## config.mk

```make
export PLATFORM = sky130hd
export DESIGN_NAME = sorted_set_insert_unit
export DESIGN_NICKNAME = d
export VERILOG_FILES = /design/src/design/ssi_pkg.sv /design/src/design/sorted_set_insert_unit.sv
export SDC_FILE = /design/constraint.sdc
export NUM_CORES = 1
export LEC_CHECK = 0
export ABC_AREA = 1
export BUFFER_PORTS_ARGS = -buffer_cell sky130_fd_sc_hd__buf_2
export CAP_MARGIN = 20
export CORE_ASPECT_RATIO = 1.5
export CORE_MARGIN = 2
export CORE_UTILIZATION = 45
export DETAILED_ROUTE_END_ITERATION = 8
export GPL_ROUTABILITY_DRIVEN = 0
export PLACE_DENSITY = 0.58
export SYNTH_ARGS = -nofsm -noshare
export SYNTH_HDL_FRONTEND = slang
export SYNTH_SLANG_ARGS = --single-unit
```

## constraint.sdc

```tcl
create_clock -name clock -period 3.9 [get_ports clock]
set_clock_uncertainty 0.1 [all_clocks]
set_input_delay 0.39 -clock clock [delete_from_list [all_inputs] [get_ports clock]]
set_output_delay 0.39 -clock clock [all_outputs]
set_load 0.05 [all_outputs]
```

## src/design/ssi_pkg.sv

```systemverilog
package ssi_pkg;

   // Table size and derived widths
   localparam int CAPACITY = 16;
   localparam int IDX_W    = $clog2(CAPACITY);
   localparam int CNT_W    = $clog2(CAPACITY + 1);

   // Word field widths
   localparam int VALUE_W  = 32;
   localparam int POS_W    = 4;
   localparam int STATUS_W = 2;
   localparam int FILL_W   = 5;
   localparam int RSP_W    = 16;

   // Request kinds
   localparam logic KIND_INSERT = 1'b0;
   localparam logic KIND_CLEAR  = 1'b1;

   // Response status codes
   localparam logic [STATUS_W-1:0] STATUS_DONE = 2'd0;
   localparam logic [STATUS_W-1:0] STATUS_DUP  = 2'd1;
   localparam logic [STATUS_W-1:0] STATUS_FULL = 2'd2;

endpackage

```

## src/design/sorted_set_insert_unit.sv

```systemverilog
// Sorted set insert unit: keeps an ascending table of up to CAPACITY distinct
// signed 32-bit values. An insert word finds the first entry not smaller than
// its value with one shared 32-bit comparator, stepping through the table
// memory one entry at a time (read, then compare). A duplicate or a full
// table is rejected; otherwise the later entries move up one place, one at a
// time (read, then write) through the table memory's one read and one write
// port, and the value is written into the freed slot. One word is worked on
// at a time; the result sits in an output register, so the next request word
// is taken while it waits.
module sorted_set_insert_unit (
   input  logic                     clock,
   input  logic                     reset,
   input  logic                     req_tvalid,
   output logic                     req_tready,
   input  logic [ssi_pkg::VALUE_W-1:0] req_tdata, // [31:0] value
   input  logic                     req_tuser,  // [0] kind
   output logic                     rsp_tvalid,
   input  logic                     rsp_tready,
   output logic [ssi_pkg::RSP_W-1:0] rsp_tdata  // [3:0] position, [5:4] status,
                                                // [10:6] fill, [15:11] zero
);
   import ssi_pkg::*;

   typedef enum logic [2:0] {
      ST_IDLE,
      ST_SCAN_RD,
      ST_SCAN_CMP,
      ST_DECIDE,
      ST_SHIFT_RD,
      ST_SHIFT_WR,
      ST_PLACE,
      ST_FINISH
   } state_type;

   state_type                 state_ff, state_in;
   logic [CNT_W-1:0]          count_ff, count_in;
   logic [CNT_W-1:0]          idx_ff, idx_in;
   logic [CNT_W-1:0]          ptr_ff, ptr_in;
   logic [VALUE_W-1:0]        value_ff, value_in;
   logic                      dup_ff, dup_in;
   logic [POS_W-1:0]          pos_ff, pos_in;
   logic [STATUS_W-1:0]       status_ff, status_in;
   logic                      rsp_valid_ff, rsp_valid_in;
   logic [RSP_W-1:0]          rsp_data_ff, rsp_data_in;

   // Table memory
   logic [VALUE_W-1:0]        entry_mem_ff [CAPACITY];
   logic [VALUE_W-1:0]        rd_data_ff;
   logic                      mem_we;
   logic [IDX_W-1:0]          mem_waddr;
   logic [IDX_W-1:0]          mem_raddr;
   logic [VALUE_W-1:0]        mem_wdata;

   // Shared comparator
   logic                      cmp_lt;
   logic                      cmp_eq;
   logic [CNT_W-1:0]          ptr_dec;
   logic                      accept;

   assign cmp_lt  = $signed(rd_data_ff) < $signed(value_ff);
   assign cmp_eq  = rd_data_ff == value_ff;
   assign ptr_dec = ptr_ff - 1'b1;
   assign accept  = req_tvalid && req_tready;

   assign req_tready = state_ff == ST_IDLE;
   assign rsp_tvalid = rsp_valid_ff;
   assign rsp_tdata  = rsp_data_ff;

   // Sequencer next state
   always_comb begin
      state_in     = state_ff;
      count_in     = count_ff;
      idx_in       = idx_ff;
      ptr_in       = ptr_ff;
      value_in     = value_ff;
      dup_in       = dup_ff;
      pos_in       = pos_ff;
      status_in    = status_ff;
      rsp_valid_in = rsp_valid_ff && !rsp_tready;
      rsp_data_in  = rsp_data_ff;
      mem_we       = 1'b0;
      mem_waddr    = idx_ff[IDX_W-1:0];
      mem_wdata    = value_ff;
      mem_raddr    = idx_ff[IDX_W-1:0];

      case (state_ff)
         ST_IDLE: begin
            if (accept) begin
               pos_in    = '0;
               status_in = STATUS_DONE;
               if (req_tuser == KIND_CLEAR) begin
                  count_in = '0;
                  state_in = ST_FINISH;
               end else begin
                  value_in = req_tdata;
                  idx_in   = '0;
                  dup_in   = 1'b0;
                  state_in = ST_SCAN_RD;
               end
            end
         end
         // Fetch the next entry, or stop at the end of the held entries
         ST_SCAN_RD: begin
            if (idx_ff == count_ff) begin
               state_in = ST_DECIDE;
            end else begin
               state_in = ST_SCAN_CMP;
            end
         end
         ST_SCAN_CMP: begin
            if (cmp_lt) begin
               idx_in   = idx_ff + 1'b1;
               state_in = ST_SCAN_RD;
            end else begin
               dup_in   = cmp_eq;
               state_in = ST_DECIDE;
            end
         end
         // Duplicate check wins over full check
         ST_DECIDE: begin
            if (dup_ff) begin
               status_in = STATUS_DUP;
               state_in  = ST_FINISH;
            end else if (count_ff == CNT_W'(CAPACITY)) begin
               status_in = STATUS_FULL;
               state_in  = ST_FINISH;
            end else begin
               ptr_in = count_ff;
               if (count_ff == idx_ff) begin
                  state_in = ST_PLACE;
               end else begin
                  state_in = ST_SHIFT_RD;
               end
            end
         end
         // Move entries up one place, top down
         ST_SHIFT_RD: begin
            mem_raddr = ptr_dec[IDX_W-1:0];
            state_in  = ST_SHIFT_WR;
         end
         ST_SHIFT_WR: begin
            mem_we    = 1'b1;
            mem_waddr = ptr_ff[IDX_W-1:0];
            mem_wdata = rd_data_ff;
            ptr_in    = ptr_dec;
            if (ptr_dec == idx_ff) begin
               state_in = ST_PLACE;
            end else begin
               state_in = ST_SHIFT_RD;
            end
         end
         ST_PLACE: begin
            mem_we   = 1'b1;
            count_in = count_ff + 1'b1;
            pos_in   = POS_W'(idx_ff);
            state_in = ST_FINISH;
         end
         // Load the output register once it is free
         ST_FINISH: begin
            if (!rsp_valid_ff || rsp_tready) begin
               rsp_valid_in = 1'b1;
               rsp_data_in  = RSP_W'({FILL_W'(count_ff), status_ff, pos_ff});
               state_in     = ST_IDLE;
            end
         end
         default: begin
            state_in = ST_IDLE;
         end
      endcase
   end

   // Sequencer registers
   always_ff @(posedge clock) begin
      if (reset) begin
         state_ff     <= ST_IDLE;
         count_ff     <= '0;
         rsp_valid_ff <= 1'b0;
      end else begin
         state_ff     <= state_in;
         count_ff     <= count_in;
         rsp_valid_ff <= rsp_valid_in;
      end
      idx_ff      <= idx_in;
      ptr_ff      <= ptr_in;
      value_ff    <= value_in;
      dup_ff      <= dup_in;
      pos_ff      <= pos_in;
      status_ff   <= status_in;
      rsp_data_ff <= rsp_data_in;
   end

   // Table memory, one write and one registered read port
   always_ff @(posedge clock) begin
      if (mem_we) begin
         entry_mem_ff[mem_waddr] <= mem_wdata;
      end
      rd_data_ff <= entry_mem_ff[mem_raddr];
   end

endmodule

```

==> results of run 1 <==
## metrics by stage
step	setup slack, ns	cell area, sq um	instances	util	hold WS (ns)
floorplan	0.746	24600	1888	-	0.300
global placement	0.877	26100	2594	0.479	0.304
detailed placement	0.771	26100	2594	0.479	0.312
CTS	0.758	28200	2729	0.519	0.0339
global route	0.484	28200	2730	0.519	0.0431
finish	0.717	28200	2730	0.519	0.0634
## cells in the mapped netlist, types with 4 or more instances
cell type	number
edfxtp_1	572
nor2_1	272
o21ai_0	251
nand2_1	151
inv_1	83
o211ai_1	74
buf_2	72
o21ai_1	55
o221ai_1	53
o22ai_1	43
dfxtp_1	41
nand3_1	39
ha_1	36
clkbuf_1	32
o21bai_1	31
a21oi_1	23
buf_4	10
nor3_1	8
xor2_1	8
xnor2_1	4
## final cells by class
cell class,instances,area [sq um],area share
inverters,86,330,0.0117
clock inverters,39,372,0.0132
well taps,695,870,0.0308
clock buffers,63,1430,0.0506
repair buffers,163,1360,0.0481
flip-flops and latches,613,18000,0.638
multi-input cells,1071,5860,0.208
## where the power goes
group	internal [mW]	total, mW	switching, mW
registers	8.06	8.33	0.275
logic	2.19	7.30	5.10
clock network	3.08	5.42	2.34
total	13.3	21.1	7.72
## critical path: cells and delay by family, from the launching register on
family	cells	cell delay, ns
AND/OR/NAND/NOR	3	1.07
AO/OA/AOI/OAI	1	0.54
buffers and inverters	1	0.52
flip-flops	1	0.57
## how the worst max path moves through the flow
| stage | from | endpoint | slack (ns) | cells past startpoint |
|---|---|---|---|---|
| final | state_ff[0] | entry_mem_ff[1][5] | 0.72 | 5 |
| after detailed placement | state_ff[0] | entry_mem_ff[1][10] | 0.77 | 5 |
| after global placement | state_ff[0] | entry_mem_ff[1][10] | 0.88 | 5 |
| after CTS | state_ff[0] | entry_mem_ff[1][20] | 0.76 | 5 |
| after global routing | state_ff[0] | entry_mem_ff[6][23] | 0.48 | 5 |
| after floorplan | state_ff[1] | entry_mem_ff[0][0] | 0.75 | 6 |
## sequential cells by signal (all words and copies together) (netlist names)
| signal | count |
|---|---|
| entry_mem_ff | 512 |
| idx_ff | 5 |
| dup_ff | 1 |
| state_ff | 3 |
| count_ff | 5 |
| rsp_tvalid | 1 |
| pos_ff | 4 |
| value_ff | 32 |
| rd_data_ff | 32 |
| status_ff | 2 |
| ptr_ff | 5 |
| rsp_tdata | 11 |
## logic make-up (layout without fill, tap and decap cells)
family                     count (synthesis)  in the layout  synth area share
DFF                                      613            613             0.731
AOI/OAI and AO/OA                        537            537             0.131
and+or+nand+nor                          481            481            0.0778
buffers and inverters                    204            351            0.0369
adders and majority gates                 36             36            0.0183
xor gates and xnor gates                  12             12           0.00427
other                                      1              5          0.000152
## routing by layer
layer  global-route usage  vias up  part of all wire
met5                    0        -                 0
met4               0.0855        0             0.039
met3               0.0266      133             0.049
met2                0.379      472              0.51
met1                0.269     7688              0.40
li1                     -     7167                 -
==> impl_metrics.py, run 1 <==
metrics = {
    "die": {
        "ios": 55,
        "core_sq_um": 54400,
        "initial_core_util": 0.452,
        "dieHeight_microns": 290,
        "dieArea_sq_um": 56600,
        "fp.dieW_microns": 195,
        "row_count": 105,
    },
    "run": {
        "drv_cap": 0,
    },
    "worst_setup_path": {
        "rr_worst_depth": 5,
        "cp_cell_sequence": "nand3_1 -> o21ai_0 -> nand3_1 -> nor2_4 -> buf_4",
        "crit_slowest_cell": "dfxtp_1",
        "cp_common_cell": "nand3_1",
        "endpoint_kind": "flip-flop",
        "required_ns": 4.01,
        "critPathMaxStageDelay_ns": 0.57,
        "reg2reg_to": "entry_mem_ff[1][5]",
        "r2r_slack_ns": 0.72,
        "critPathLaunchType": "flip-flop",
        "cp.arrival_ns": 3.29,
        "crit_fanout": 32,
        "regToRegStartpoint": "state_ff[0]",
        "path_class": "flip-flop to flip-flop",
    },
    "layout": {
        "final_common_cell": "edfxtp_1",
        "n_fill_cell": 4595,
        "mostFrequentLayoutCells": "edfxtp_1, nor2_1, o21ai_0, nand2_1, inv_1",
        "drive_above_1_share": 0.117,
        "layout.nets": 2063,
        "syn2layout_area_growth_pct": 14.6,
        "antenna_cells": 0,
    },
    "cts": {
        "clkTransAtPathRegs_ns": 0.06,
        "cts_max_level": 2,
        "cts_sinks": 613,
        "cts_tree": "done",
        "insertion_delay_ns": 0.59,
        "ctsRootBufferMaster": "clkbuf_16",
        "ctsResizeCount": 0,
        "cts_setup_buffers": 0,
        "cts_buffer_depth": 3,
        "cts_hold_buffers": 33,
        "cts_buffers": 55,
    },
    "logic_synthesis": {
        "yosys-top-cells-area": "edfxtp_1, o21ai_0, nor2_1",
        "syn_area_sq_um": 24600,
        "synth-edff-count": 572,
        "yosysWarnings": 0,
        "synthArstFlopShare": 0,
        "ys_seq_area_frac": 0.731,
        "synth_top_area_share": 0.698,
        "synth_seq_cells": 613,
        "ys.flop_type": "edfxtp_1",
        "syn_inst": 1884,
        "synth.largest_area_cell": "edfxtp_1",
        "syn_area_per_cell_sq_um": 13.1,
        "yosysUniqueCellTypes": 38,
    },
    "detailed_routing": {
        "firstDrtPassIters": 5,
        "wl_per_cell_microns": 22.3,
        "drc_errors": 0,
        "ant_nets": 0,
        "routed_wl_microns": 60800,
        "dr_total_vias": 15460,
        "viasPerCell": 5.66,
        "drt_iter0_markers": 1330,
    },
    "outcome": {
        "status": "complete, no violations",
    },
    "hold_path": {
        "hold_depth": 2,
        "hold_path_class": "input pin to flip-flop",
        "worstHoldStart": "req_tuser",
        "hold_end": "value_ff[1]",
    },
    "global_route": {
        "grt_pass1_vias": 15450,
        "grt_pass1_wl_microns": 92600,
        "grt_max_degree": 152,
        "grt_overflow": 0,
        "grt_use_total": 0.215,
        "antenna_found_initial": 0,
    },
    "pwr": {
        "p_leak_nw": 9.60,
        "p_per_area_nw_per_um2": 746,
        "peakVddDrop_mv": 0.597,
        "p_total_mw": 21.1,
    },
    "sta": {
        "fmax_mhz": 314,
        "finalSetupTns_ns": 0,
        "worst_pin_slew_ns": 1.06,
        "fin_crit_sh": 0.816,
        "slew_headroom": 0.289,
        "setup_violations": 0,
        "finalCriticalPeriod_ns": 3.18,
        "hold_viol": 0,
        "rsz0062_at_grt": "false",
        "slew_violations": 0,
    },
    "placement": {
        "dp_hpwl_microns": 34700,
        "portBuffers": 49,
    },
}
(Power assumes the default switching activity.)
==> run 2: changes to the inputs <==
--- a/config.mk
+++ b/config.mk
@@ -13,7 +13,7 @@
 export CORE_UTILIZATION = 45
 export DETAILED_ROUTE_END_ITERATION = 8
 export GPL_ROUTABILITY_DRIVEN = 0
-export PLACE_DENSITY = 0.58
+export PLACE_DENSITY = 0.6
 export SYNTH_ARGS = -nofsm -noshare
 export SYNTH_HDL_FRONTEND = slang
 export SYNTH_SLANG_ARGS = --single-unit
==> constraint.sdc (replaced) <==
create_clock -name clock -period 2.79 [get_ports clock]
set_clock_uncertainty 0.1 [all_clocks]
set_input_delay 0.279 -clock clock [delete_from_list [all_inputs] [get_ports clock]]
set_output_delay 0.279 -clock clock [all_outputs]
set_load 0.05 [all_outputs]
==> impl_metrics.py, run 2 (synthesized netlist as in run 1, its figures left out) <==
metrics = {
    "sta": {
        "worst_slack_ns": 0.0967,
        "slew_violations": 0,
        "fin_crit_sh": 0.965,
        "hold_viol": 0,
        "slew_headroom": 0.355,
        "rsz0062_at_grt": "true",
        "finalSetupTns_ns": 0,
        "worst_pin_slew_ns": 0.958,
        "fmax_mhz": 371,
        "setup_violations": 0,
        "finalCriticalPeriod_ns": 2.69,
    },
    "die": {
        "fp.dieW_microns": 195,
        "dieArea_sq_um": 56600,
        "dieHeight_microns": 290,
        "core_sq_um": 54400,
        "ios": 55,
        "initial_core_util": 0.452,
        "row_count": 105,
    },
    "detailed_routing": {
        "wl_per_cell_microns": 22.1,
        "drc_errors": 0,
        "drt_iter0_markers": 1284,
        "viasPerCell": 5.62,
        "firstDrtPassIters": 5,
        "dr_total_vias": 15487,
        "routed_wl_microns": 60900,
        "ant_nets": 0,
    },
    "layout": {
        "layout.nets": 2089,
        "final_area_sq_um": 28700,
        "final_common_cell": "edfxtp_1",
        "syn2layout_area_growth_pct": 16.4,
        "reg.largest.list": "entry_mem_ff x512, rd_data_ff x32, value_ff x32",
        "drive_above_1_share": 0.130,
        "mostFrequentLayoutCells": "edfxtp_1, nor2_1, o21ai_0, nand2_1, inv_1",
        "antenna_cells": 0,
        "utilization": 0.527,
        "largest_reg_flops": 512,
        "largest-register": "entry_mem_ff",
    },
    "pwr": {
        "p_leak_nw": 9.81,
        "peakVddDrop_mv": 0.845,
        "p_per_area_nw_per_um2": 1030,
        "p_total_mw": 29.5,
    },
    "worst_setup_path": {
        "crit_family": "simple AND/OR/NAND/NOR gates",
        "cp_num_buf_inv": 4,
        "path_class": "flip-flop to flip-flop",
        "cp.arrival_ns": 2.85,
        "cp_cell_sequence": "inv_1 -> nand3_1 -> inv_2 -> nand2_1 -> o21ai_0 -> inv_1 -> nand3_1 -> nor2_4 -> buf_4",
        "critPathLaunchType": "flip-flop",
        "endpoint_kind": "flip-flop",
        "crit_fanout": 15,
        "required_ns": 2.94,
        "crit_slowest_cell": "dfxtp_1",
        "critPathMaxStageDelay_ns": 0.46,
    },
    "global_route": {
        "grt_use_total": 0.216,
        "grt_max_degree": 99,
        "grt_overflow": 0,
        "grt_pass1_wl_microns": 92900,
        "grt_pass1_vias": 15682,
        "antenna_found_initial": 0,
    },
    "cts": {
        "cts_tree": "done",
        "cts_max_level": 2,
        "clkTransAtPathRegs_ns": 0.06,
        "cts_buffers": 56,
        "insertion_delay_ns": 0.59,
        "cts_sinks": 613,
        "ctsRootBufferMaster": "clkbuf_16",
        "cts_buffer_depth": 3,
    },
    "placement": {
        "portBuffers": 49,
        "placed_area_sq_um": 26500,
        "dp_slack_ns": 0.113,
        "dp_hpwl_microns": 33300,
    },
    "run": {
        "drv_cap": 0,
    },
    "hold_path": {
        "hold_path_class": "input pin to flip-flop",
    },
    "outcome": {
        "status": "complete, no violations",
    },
}
## run 2: changes by cell type in the layout (fill, tap and decap cells not counted), moves of 5 or more
| cell | previous run | this run |
|---|---|---|
| clkbuf_8 | 0 | 5 |
| clkinv_1 | 17 | 8 |
| clkbuf_1 | 7 | 12 |
| buf_4 | 66 | 76 |
| buf_12 | 14 | 29 |
## run 2: path summary, 6_finish.rpt
kind	startpoint	to	slack, ns	depth (start not counted)
worst max-delay path	state_ff[1]	entry_mem_ff[1][10]	0.1	9
worst min-delay path	req_tvalid	state_ff[0]	0.07	5
worst max register to register	state_ff[1]	entry_mem_ff[1][10]	0.1	9
worst min register to register	pos_ff[3]	rsp_tdata[3]	0.32	0
## run 2: metrics by stage
| step | instances | hold slack, ns |
|---|---|---|
| finish | 2756 | 0.0679 |
| global route | 2756 | 0.108 |
| CTS | 2756 | 0.0374 |
| detailed placement | 2619 | 0.310 |
| global placement | 2619 | 0.303 |
| floorplan | 1888 | 0.248 |
## run 2: power by group
group	leakage [nW]	internal, mW	switching, mW
sequential	5.51	11.3	0.352
clock	0.911	4.51	3.26
combinational	3.39	3.23	6.92
total	9.81	19.0	10.5
## run 2: repair_timing
action	4_1_cts	5_1_grt
setup buffers	0	0
endpoints found under the setup margin	0	68
hold buffers	34	0
endpoints found under the hold margin	36	0
resized for setup	0	1
## run 2: per-layer routing
layer	GRT usage	part of all wire	vias to the layer above	wire, microns
li1	-	-	7223	-
met1	0.269	0.40	7735	24600
met2	0.385	0.52	408	31600
met3	0.0240	0.043	121	2600
met4	0.0814	0.034	0	2050
met5	0	0	-	0
## run 2: area by class of cell
cell class                      count  area [sq um]
Clock buffer                       74          1540
Clock inverter                     29           319
Sequential cell                   613         18000
Multi-Input combinational cell   1071          5860
Inverter                           86           330
Fill cell                        4587         25700
Tap cell                          695           870
Timing Repair Buffer              188          1740
## run 2: tightest hold or removal path, delay by kind of cell
family / cells / cell delay, ns
buf+inv: 2 / 0.16
simple gates: 2 / 0.21
compound gates: 1 / 0.05
